<file path="src/sv/erp_pkg.sv">
`timescale 1ns / 1ps
`default_nettype none

package erp_pkg;

    // Fixed field widths
    localparam int COORD_WIDTH     = 32;
    localparam int CFG_DATA_WIDTH  = 16;
    localparam int CFG_INDEX_WIDTH = 2;

    // CORDIC datapath: Q3.30 vector, angle in units of 2^-32 turn
    localparam int CORDIC_STEPS  = 30;
    localparam int CORDIC_STEP_W = 5;
    localparam int CORDIC_XY_W   = 34;
    localparam int CORDIC_Z_W    = 33;
    localparam logic signed [CORDIC_XY_W-1:0] CORDIC_GAIN = 34'sd652032874;

    typedef enum logic [CFG_INDEX_WIDTH-1:0] {
        CFG_YAW   = 2'd0,
        CFG_PITCH = 2'd1,
        CFG_ROLL  = 2'd2,
        CFG_MODE  = 2'd3
    } cfg_index_t;

    typedef struct packed {
        logic signed [COORD_WIDTH-1:0] x_coord;
        logic signed [COORD_WIDTH-1:0] y_coord;
        logic signed [COORD_WIDTH-1:0] z_coord;
        logic                          last_point;
    } point_in_t;

    typedef struct packed {
        logic signed [COORD_WIDTH-1:0] x_rotated;
        logic signed [COORD_WIDTH-1:0] y_rotated;
        logic signed [COORD_WIDTH-1:0] z_rotated;
        logic                          last_rotated;
    } point_out_t;

    // Arctangent of 2^-step in units of 2^-32 turn
    function automatic logic signed [CORDIC_Z_W-1:0] atan_turn(
        input logic [CORDIC_STEP_W-1:0] step
    );
        logic signed [CORDIC_Z_W-1:0] val;
        case (step)
            5'd0:    val = 33'sd536870912;
            5'd1:    val = 33'sd316933406;
            5'd2:    val = 33'sd167458907;
            5'd3:    val = 33'sd85004756;
            5'd4:    val = 33'sd42667331;
            5'd5:    val = 33'sd21354465;
            5'd6:    val = 33'sd10679838;
            5'd7:    val = 33'sd5340245;
            5'd8:    val = 33'sd2670163;
            5'd9:    val = 33'sd1335087;
            5'd10:   val = 33'sd667544;
            5'd11:   val = 33'sd333772;
            5'd12:   val = 33'sd166886;
            5'd13:   val = 33'sd83443;
            5'd14:   val = 33'sd41722;
            5'd15:   val = 33'sd20861;
            5'd16:   val = 33'sd10430;
            5'd17:   val = 33'sd5215;
            5'd18:   val = 33'sd2608;
            5'd19:   val = 33'sd1304;
            5'd20:   val = 33'sd652;
            5'd21:   val = 33'sd326;
            5'd22:   val = 33'sd163;
            5'd23:   val = 33'sd81;
            5'd24:   val = 33'sd41;
            5'd25:   val = 33'sd20;
            5'd26:   val = 33'sd10;
            5'd27:   val = 33'sd5;
            5'd28:   val = 33'sd3;
            5'd29:   val = 33'sd1;
            default: val = 33'sd0;
        endcase
        return val;
    endfunction

endpackage

`default_nettype wire

</file>
<file path="src/sv/erp_cordic.sv">
`timescale 1ns / 1ps
`default_nettype none

module erp_cordic #(
    parameter int COEF_FRAC_BITS = 16,
    parameter int ANGLE_WIDTH    = 16
) (
    input  logic                             clk,
    input  logic                             rst_n,
    input  logic                             start,
    input  logic [ANGLE_WIDTH-1:0]           angle,
    output logic                             done,
    output logic signed [COEF_FRAC_BITS+1:0] sin_val,
    output logic signed [COEF_FRAC_BITS+1:0] cos_val
);

    localparam int COEF_W      = COEF_FRAC_BITS + 2;
    localparam int XY_W        = erp_pkg::CORDIC_XY_W;
    localparam int Z_W         = erp_pkg::CORDIC_Z_W;
    localparam int STEP_W      = erp_pkg::CORDIC_STEP_W;
    localparam int ROUND_SHIFT = 30 - COEF_FRAC_BITS;
    localparam logic signed [XY_W-1:0] HALF = XY_W'(1) << (ROUND_SHIFT - 1);
    localparam logic [STEP_W-1:0] LAST_STEP = STEP_W'(erp_pkg::CORDIC_STEPS - 1);

    logic signed [XY_W-1:0] x_reg, x_next, y_reg, y_next;
    logic signed [Z_W-1:0]  z_reg, z_next;
    logic [1:0]             quad_reg, quad_next;
    logic [STEP_W-1:0]      step_reg, step_next;
    logic                   busy_reg, busy_next;
    logic                   done_reg, done_next;
    logic [ANGLE_WIDTH-3:0] frac;
    logic signed [XY_W-1:0] dx, dy;
    logic signed [XY_W-1:0] cos_full, sin_full;
    logic signed [COEF_W-1:0] c_q, s_q;

    assign frac = angle[ANGLE_WIDTH-3:0];

    // Load the start vector or run one micro-rotation
    always_comb
    begin
        x_next    = x_reg;
        y_next    = y_reg;
        z_next    = z_reg;
        quad_next = quad_reg;
        step_next = step_reg;
        busy_next = busy_reg;
        done_next = 1'b0;
        dx        = y_reg >>> step_reg;
        dy        = x_reg >>> step_reg;
        if (start)
        begin
            x_next    = erp_pkg::CORDIC_GAIN;
            y_next    = '0;
            z_next    = $signed(Z_W'(frac) << (32 - ANGLE_WIDTH));
            quad_next = angle[ANGLE_WIDTH-1:ANGLE_WIDTH-2];
            step_next = '0;
            busy_next = 1'b1;
        end
        else if (busy_reg)
        begin
            if (!z_reg[Z_W-1])
            begin
                x_next = x_reg - dx;
                y_next = y_reg + dy;
                z_next = z_reg - erp_pkg::atan_turn(step_reg);
            end
            else
            begin
                x_next = x_reg + dx;
                y_next = y_reg - dy;
                z_next = z_reg + erp_pkg::atan_turn(step_reg);
            end
            step_next = step_reg + STEP_W'(1);
            if (step_reg == LAST_STEP)
            begin
                busy_next = 1'b0;
                done_next = 1'b1;
            end
        end
    end

    always_ff @(posedge clk or negedge rst_n)
    begin
        if (!rst_n)
        begin
            busy_reg <= 1'b0;
            done_reg <= 1'b0;
            step_reg <= '0;
        end
        else
        begin
            busy_reg <= busy_next;
            done_reg <= done_next;
            step_reg <= step_next;
        end
    end

    always_ff @(posedge clk)
    begin
        x_reg    <= x_next;
        y_reg    <= y_next;
        z_reg    <= z_next;
        quad_reg <= quad_next;
    end

    // Round to the coefficient format and unfold the quadrant
    assign cos_full = (x_reg + HALF) >>> ROUND_SHIFT;
    assign sin_full = (y_reg + HALF) >>> ROUND_SHIFT;
    assign c_q      = cos_full[COEF_W-1:0];
    assign s_q      = sin_full[COEF_W-1:0];

    always_comb
    begin
        case (quad_reg)
            2'd0:
            begin
                sin_val = s_q;
                cos_val = c_q;
            end
            2'd1:
            begin
                sin_val = c_q;
                cos_val = -s_q;
            end
            2'd2:
            begin
                sin_val = -s_q;
                cos_val = -c_q;
            end
            default:
            begin
                sin_val = -c_q;
                cos_val = s_q;
            end
        endcase
    end

    assign done = done_reg;

endmodule

`default_nettype wire

</file>
<file path="src/sv/erp_matrix_build.sv">
`timescale 1ns / 1ps
`default_nettype none

module erp_matrix_build #(
    parameter int COEF_FRAC_BITS = 16,
    parameter int ANGLE_WIDTH    = 16
) (
    input  logic                                clk,
    input  logic                                rst_n,
    input  logic                                start,
    input  logic [ANGLE_WIDTH-1:0]              yaw,
    input  logic [ANGLE_WIDTH-1:0]              pitch,
    input  logic [ANGLE_WIDTH-1:0]              roll,
    input  logic                                derivative,
    output logic                                busy,
    output logic [8:0][COEF_FRAC_BITS+1:0]      matrix
);

    localparam int COEF_W = COEF_FRAC_BITS + 2;
    localparam int ACC_W  = 2 * COEF_W + 2;

    typedef logic signed [COEF_W-1:0] coef_t;
    typedef enum logic [1:0] {ST_IDLE, ST_TRIG, ST_MUL} state_t;

    localparam coef_t ONE    = coef_t'(COEF_W'(1) << COEF_FRAC_BITS);
    localparam coef_t LIM_HI = {1'b0, {(COEF_W-1){1'b1}}};
    localparam coef_t LIM_LO = {1'b1, {(COEF_W-1){1'b0}}};
    localparam logic signed [ACC_W-1:0] HALF = ACC_W'(1) << (COEF_FRAC_BITS - 1);
    localparam logic [1:0] TRIG_YAW  = 2'd0;
    localparam logic [1:0] TRIG_ROLL = 2'd2;
    localparam logic [1:0] IDX_LAST  = 2'd2;

    state_t      state_reg;
    logic [1:0]  trig_reg;
    logic        pass_reg;
    logic [1:0]  row_reg, col_reg, k_reg;
    coef_t       sin_reg [3];
    coef_t       cos_reg [3];
    coef_t       t_reg   [9];
    coef_t       mat_reg [9];
    logic signed [ACC_W-1:0] acc_reg;

    logic                    trig_start, trig_done;
    logic [ANGLE_WIDTH-1:0]  trig_angle;
    coef_t                   trig_sin, trig_cos;
    coef_t                   rz [9];
    coef_t                   ry [9];
    coef_t                   rx [9];
    logic [3:0]              a_idx, b_idx, o_idx;
    coef_t                   a_val, b_val, res;
    logic signed [2*COEF_W-1:0] prod;
    logic signed [ACC_W-1:0] sum, rounded;

    // Shared sine/cosine unit, one angle after another
    assign trig_start = start
                     || (state_reg == ST_TRIG && trig_done && trig_reg != TRIG_ROLL);
    assign trig_angle = start ? yaw : ((trig_reg == TRIG_YAW) ? pitch : roll);

    erp_cordic #(
        .COEF_FRAC_BITS(COEF_FRAC_BITS),
        .ANGLE_WIDTH   (ANGLE_WIDTH)
    ) u_cordic (
        .clk    (clk),
        .rst_n  (rst_n),
        .start  (trig_start),
        .angle  (trig_angle),
        .done   (trig_done),
        .sin_val(trig_sin),
        .cos_val(trig_cos)
    );

    // Elementary rotations from the held sines and cosines
    always_comb
    begin
        rz[0] = cos_reg[0];  rz[1] = -sin_reg[0]; rz[2] = '0;
        rz[3] = sin_reg[0];  rz[4] = cos_reg[0];  rz[5] = '0;
        rz[6] = '0;          rz[7] = '0;          rz[8] = ONE;
        ry[0] = cos_reg[1];  ry[1] = '0;          ry[2] = sin_reg[1];
        ry[3] = '0;          ry[4] = ONE;         ry[5] = '0;
        ry[6] = -sin_reg[1]; ry[7] = '0;          ry[8] = cos_reg[1];
        if (derivative)
        begin
            rx[0] = '0; rx[1] = '0;          rx[2] = '0;
            rx[3] = '0; rx[4] = -sin_reg[2]; rx[5] = -cos_reg[2];
            rx[6] = '0; rx[7] = cos_reg[2];  rx[8] = -sin_reg[2];
        end
        else
        begin
            rx[0] = ONE; rx[1] = '0;         rx[2] = '0;
            rx[3] = '0;  rx[4] = cos_reg[2]; rx[5] = -sin_reg[2];
            rx[6] = '0;  rx[7] = sin_reg[2]; rx[8] = cos_reg[2];
        end
    end

    // One multiply-accumulate step of the matrix product
    always_comb
    begin
        a_idx = 4'(row_reg) * 4'd3 + 4'(k_reg);
        b_idx = 4'(k_reg) * 4'd3 + 4'(col_reg);
        o_idx = 4'(row_reg) * 4'd3 + 4'(col_reg);
        a_val = pass_reg ? t_reg[a_idx] : rz[a_idx];
        b_val = pass_reg ? rx[b_idx] : ry[b_idx];
        prod  = a_val * b_val;
        sum   = ((k_reg == 2'd0) ? '0 : acc_reg) + ACC_W'(prod);
        rounded = (sum + HALF) >>> COEF_FRAC_BITS;
        if (rounded > ACC_W'(LIM_HI))
        begin
            res = LIM_HI;
        end
        else if (rounded < ACC_W'(LIM_LO))
        begin
            res = LIM_LO;
        end
        else
        begin
            res = rounded[COEF_W-1:0];
        end
    end

    // Sequence: three angles, then Rz*Ry, then that times Rx
    always_ff @(posedge clk or negedge rst_n)
    begin
        if (!rst_n)
        begin
            state_reg <= ST_IDLE;
            trig_reg  <= TRIG_YAW;
            pass_reg  <= 1'b0;
            row_reg   <= '0;
            col_reg   <= '0;
            k_reg     <= '0;
            acc_reg   <= '0;
            for (int i = 0; i < 3; i++)
            begin
                sin_reg[i] <= '0;
                cos_reg[i] <= '0;
            end
            for (int i = 0; i < 9; i++)
            begin
                t_reg[i]   <= '0;
                mat_reg[i] <= (i == 0 || i == 4 || i == 8) ? ONE : '0;
            end
        end
        else if (start)
        begin
            state_reg <= ST_TRIG;
            trig_reg  <= TRIG_YAW;
        end
        else
        begin
            unique case (state_reg)
                ST_IDLE:
                begin
                    state_reg <= ST_IDLE;
                end
                ST_TRIG:
                begin
                    if (trig_done)
                    begin
                        sin_reg[trig_reg] <= trig_sin;
                        cos_reg[trig_reg] <= trig_cos;
                        if (trig_reg == TRIG_ROLL)
                        begin
                            state_reg <= ST_MUL;
                            pass_reg  <= 1'b0;
                            row_reg   <= '0;
                            col_reg   <= '0;
                            k_reg     <= '0;
                        end
                        else
                        begin
                            trig_reg <= trig_reg + 2'd1;
                        end
                    end
                end
                ST_MUL:
                begin
                    acc_reg <= sum;
                    if (k_reg == IDX_LAST)
                    begin
                        k_reg <= '0;
                        if (pass_reg)
                        begin
                            mat_reg[o_idx] <= res;
                        end
                        else
                        begin
                            t_reg[o_idx] <= res;
                        end
                        if (col_reg == IDX_LAST)
                        begin
                            col_reg <= '0;
                            if (row_reg == IDX_LAST)
                            begin
                                row_reg <= '0;
                                if (pass_reg)
                                begin
                                    state_reg <= ST_IDLE;
                                end
                                pass_reg <= 1'b1;
                            end
                            else
                            begin
                                row_reg <= row_reg + 2'd1;
                            end
                        end
                        else
                        begin
                            col_reg <= col_reg + 2'd1;
                        end
                    end
                    else
                    begin
                        k_reg <= k_reg + 2'd1;
                    end
                end
                default:
                begin
                    state_reg <= ST_IDLE;
                end
            endcase
        end
    end

    assign busy = (state_reg != ST_IDLE);

    always_comb
    begin
        for (int i = 0; i < 9; i++)
        begin
            matrix[i] = mat_reg[i];
        end
    end

endmodule

`default_nettype wire

</file>
<file path="config.mk">
export PLATFORM = sky130hd
export DESIGN_NAME = erp_matrix_build
export DESIGN_NICKNAME = d
export VERILOG_FILES = /design/src/sv/erp_pkg.sv /design/src/sv/erp_cordic.sv /design/src/sv/erp_matrix_build.sv
export SDC_FILE = /design/constraint.sdc
export NUM_CORES = 2
export LEC_CHECK = 0
export ABC_CLOCK_PERIOD_IN_PS = 22900
export BUFFER_PORTS_ARGS = -buffer_cell sky130_fd_sc_hd__buf_2
export CORE_MARGIN = 1
export CORE_UTILIZATION = 60
export DETAILED_ROUTE_END_ITERATION = 10
export MAX_ROUTING_LAYER = met4
export PLACE_DENSITY = 0.78
export SYNTH_ARGS = -nofsm -noshare
export SYNTH_HDL_FRONTEND = slang
export SYNTH_HIERARCHICAL = 1
export SYNTH_SLANG_ARGS = --single-unit
</file>
<file path="constraint.sdc">
create_clock -name clk -period 22.9 [get_ports clk]
set_input_delay 2.29 -clock clk [delete_from_list [all_inputs] [get_ports clk]]
set_output_delay 2.29 -clock clk [all_outputs]
set_load 0.05 [all_outputs]
</file>
==> results_dict.tcl <==
set metrics [dict create \
    maxCapViolations 0 \
    fin_skew_ns 0.0732 \
    fin_nets 7191 \
    post-route-min-period_ns 15.40 \
    place.gp.congestion 1.01 \
    via_per_inst 6.47 \
    ant_nets 0 \
    routed_wl_mm 174 \
    drc_errors 0 \
    path_class "flip-flop to flip-flop" \
    synth_ff_type "dfrtp_1" \
    cts-root-buf "clkbuf_16" \
    synth_area_um2 57100 \
    path_clk_slew_ns 0.06 \
    worst_pin_slew_ns 1.19 \
    final_hold_viol_count 0 \
    end_kind "flip-flop" \
    drive_above_1_share_pct 13.7 \
    cpPeakStageDelay_ns 1.02 \
    post-route-util_pct 65.4 \
    detailed_place_hpwl_mm 124 \
    status "finished, final reports clean" \
    area_growth_pct 7.41 \
    cp.arrival_ns 15.85 \
    die_w_um 310 \
    clock_sinks 591 \
    cpMostUsedCell "ha_1" \
    ys_ff_latch 591 \
    ir_drop_uv 102 \
    vias 50700 \
    max_freq_mhz 64.9 \
    place_ws_ns 7.52 \
    synth_area_leaders "dfrtp_1 21%, fa_1 12%, nand2_1 6.4%" \
    placed_area_um2 58800 \
    grt_pass1_wl_mm 274 \
    portBuffers 214 \
    htree_levels 3 \
    postCtsHoldBufs 0 \
    placedCellCount 7713 \
    seqCellArea_um2 14500 \
    fillCellCount 7678 \
    finalWorstSetupSlack_ns 7.50 \
    cp.required_ns 23.36 \
    diodes 0 \
    seq_area_frac_synth_pct 25.3 \
    synth_area_leader_cell "dfrtp_1" \
    rsz0062_at_grt "no" \
    grt_max_degree 108 \
    start_util_pct 60.9 \
    worst-path-max-fanout 35 \
    multiInputGateArea_um2 39000 \
    fin_crit_sh_pct 67.2 \
    drtIter0Drc 5532 \
    grt_pass1_vias 49600 \
    setup_viol 0 \
    finalSetupTns_ns 0 \
    power_mw 5.67 \
    grt.overflow.total 0 \
    crit_path_start_kind "flip-flop" \
    synth_edf_count 16 \
    fp-row-count 112 \
    hold_slack_ns 0.465 \
    yosys_warnings 6 \
    layout.cells.non_filler 7837 \
    clock_latency_ns 0.66 \
    syn_area_per_cell_um2 8.73 \
    worst_slew_margin_rel_pct 20.5 \
    grt_use_total_pct 37.3 \
    min_path_type "flip-flop to flip-flop" \
    cts.repair.resized 0 \
    synth.distinct_cells 126 \
    cts_tree "done" \
    dieArea_um2 96400 \
    slew_viol_final 0 \
    synth_top_area_share_pct 21.3 \
    power.leakage_nw 28.7 \
    postCtsSetupBuffers 0 \
    fin_area_um2 61300 \
    crit_slowest_cell "fa_2" \
    core-area_um2 93700 \
    drt_first_pass_iters 6 \
    power.density_nw_per_um2 92.4 \
    syn_nets 7200 \
    synth_cells 6540 \
    wl_per_cell_um 22.1 \
    clock_path_buffers 3 \
    grt_antenna_before_repair 1 \
    dieHeight_um 310 \
    cts_buffers 70 \
    design.portCount 215 \
    synthArstFlopShare_pct 82.6 \
]
cell usage in the layout, fill, tap and decap left out, drive strengths merged, types with 40 or more instances in the layout:
cell    count
and2       71
a21oi     400
xor2      126
nor3      113
o211ai     44
nand2b     57
a211oi     62
clkbuf     87
mux4      111
o22ai      40
dfxtp      87
nor2      439
a21o       92
and3       42
o21a       42
nand3      99
dfrtp     485
nand2     969
fa        338
o21ai     606
buf       312
xnor2     194
nor2b     108
inv       496
mux2      152
ha        270
mux2i     155
a31oi      63
worst paths after layout:
check                      cells after the start   startpoint  slack (ns)              endpoint
max                                           47   row_reg[0]        7.50            t_reg[117]
min                                            2  matrix[160]        0.46           matrix[160]
max reg2reg                                   47   row_reg[0]        7.50            t_reg[117]
min reg2reg                                    2  matrix[160]        0.46           matrix[160]
max in group asynchronous                      3        rst_n       18.55  u_cordic/step_reg[0]
min in group asynchronous                      1        rst_n        1.64            acc_reg[8]
layer usage:
metal	wire [um]	GRT usage, %	part of all wire, %
met1	70600	49.4	41
met2	78400	56.2	45
met3	16900	6.96	9.8
met4	7680	15.6	4.4
met5	0	-	0
Yosys cell counts, drive strengths merged (63+ instances only):
| master | n |
|---|---|
| nand2 | 969 |
| nor2 | 439 |
| ha | 270 |
| dfrtp | 485 |
| mux2 | 152 |
| nor3 | 113 |
| nand3 | 99 |
| mux2i | 155 |
| and2 | 71 |
| a31oi | 63 |
| fa | 338 |
| inv | 496 |
| buf | 111 |
| clkbuf | 281 |
| dfxtp | 87 |
| mux4 | 111 |
| xor2 | 126 |
| xnor2 | 194 |
| nor2b | 108 |
| a21oi | 400 |
| o21ai | 606 |
| a21o | 92 |
layout make-up:
class                      instances  area share, %
sequential                       591           23.6
timing repair buffer             312           2.96
clock buffer                      87           3.14
tap                             1254           2.56
clock inverter                    37           1.01
inverter                         501           3.07
multi-input combinational       5055           63.7
where the power goes:
group / internal (mW) / switching (mW) / total, mW
combinational: 1.29 / 1.78 / 3.07
clock: 0.731 / 0.498 / 1.23
sequential: 1.15 / 0.213 / 1.36
kinds of logic (layout without fill, tap and decap cells):
group / after synthesis / after routing / synth area share (%)
flip-flops: 591 / 591 / 25.3
AND/OR/NAND/NOR: 2069 / 2069 / 16.5
adder cells (fa/ha/maj): 608 / 608 / 17.8
multiplexers: 418 / 418 / 10.2
XOR/XNOR: 321 / 321 / 5.00
buffers and inverters: 894 / 937 / 6.45
AO/OA/AOI/OAI: 1639 / 1639 / 18.8
critical path: cells and delay by family (launching register included):
kind / cells / cell delay (ns)
DFF: 1 / 0.50
AOI/OAI and AO/OA: 15 / 4.08
and+or+nand+nor: 12 / 3.85
xor gates and xnor gates: 1 / 0.09
buffers and inverters: 6 / 1.18
muxes: 2 / 0.62
adders and majority gates: 11 / 4.83
No activity file was read; power rests on OpenSTA's default activity.
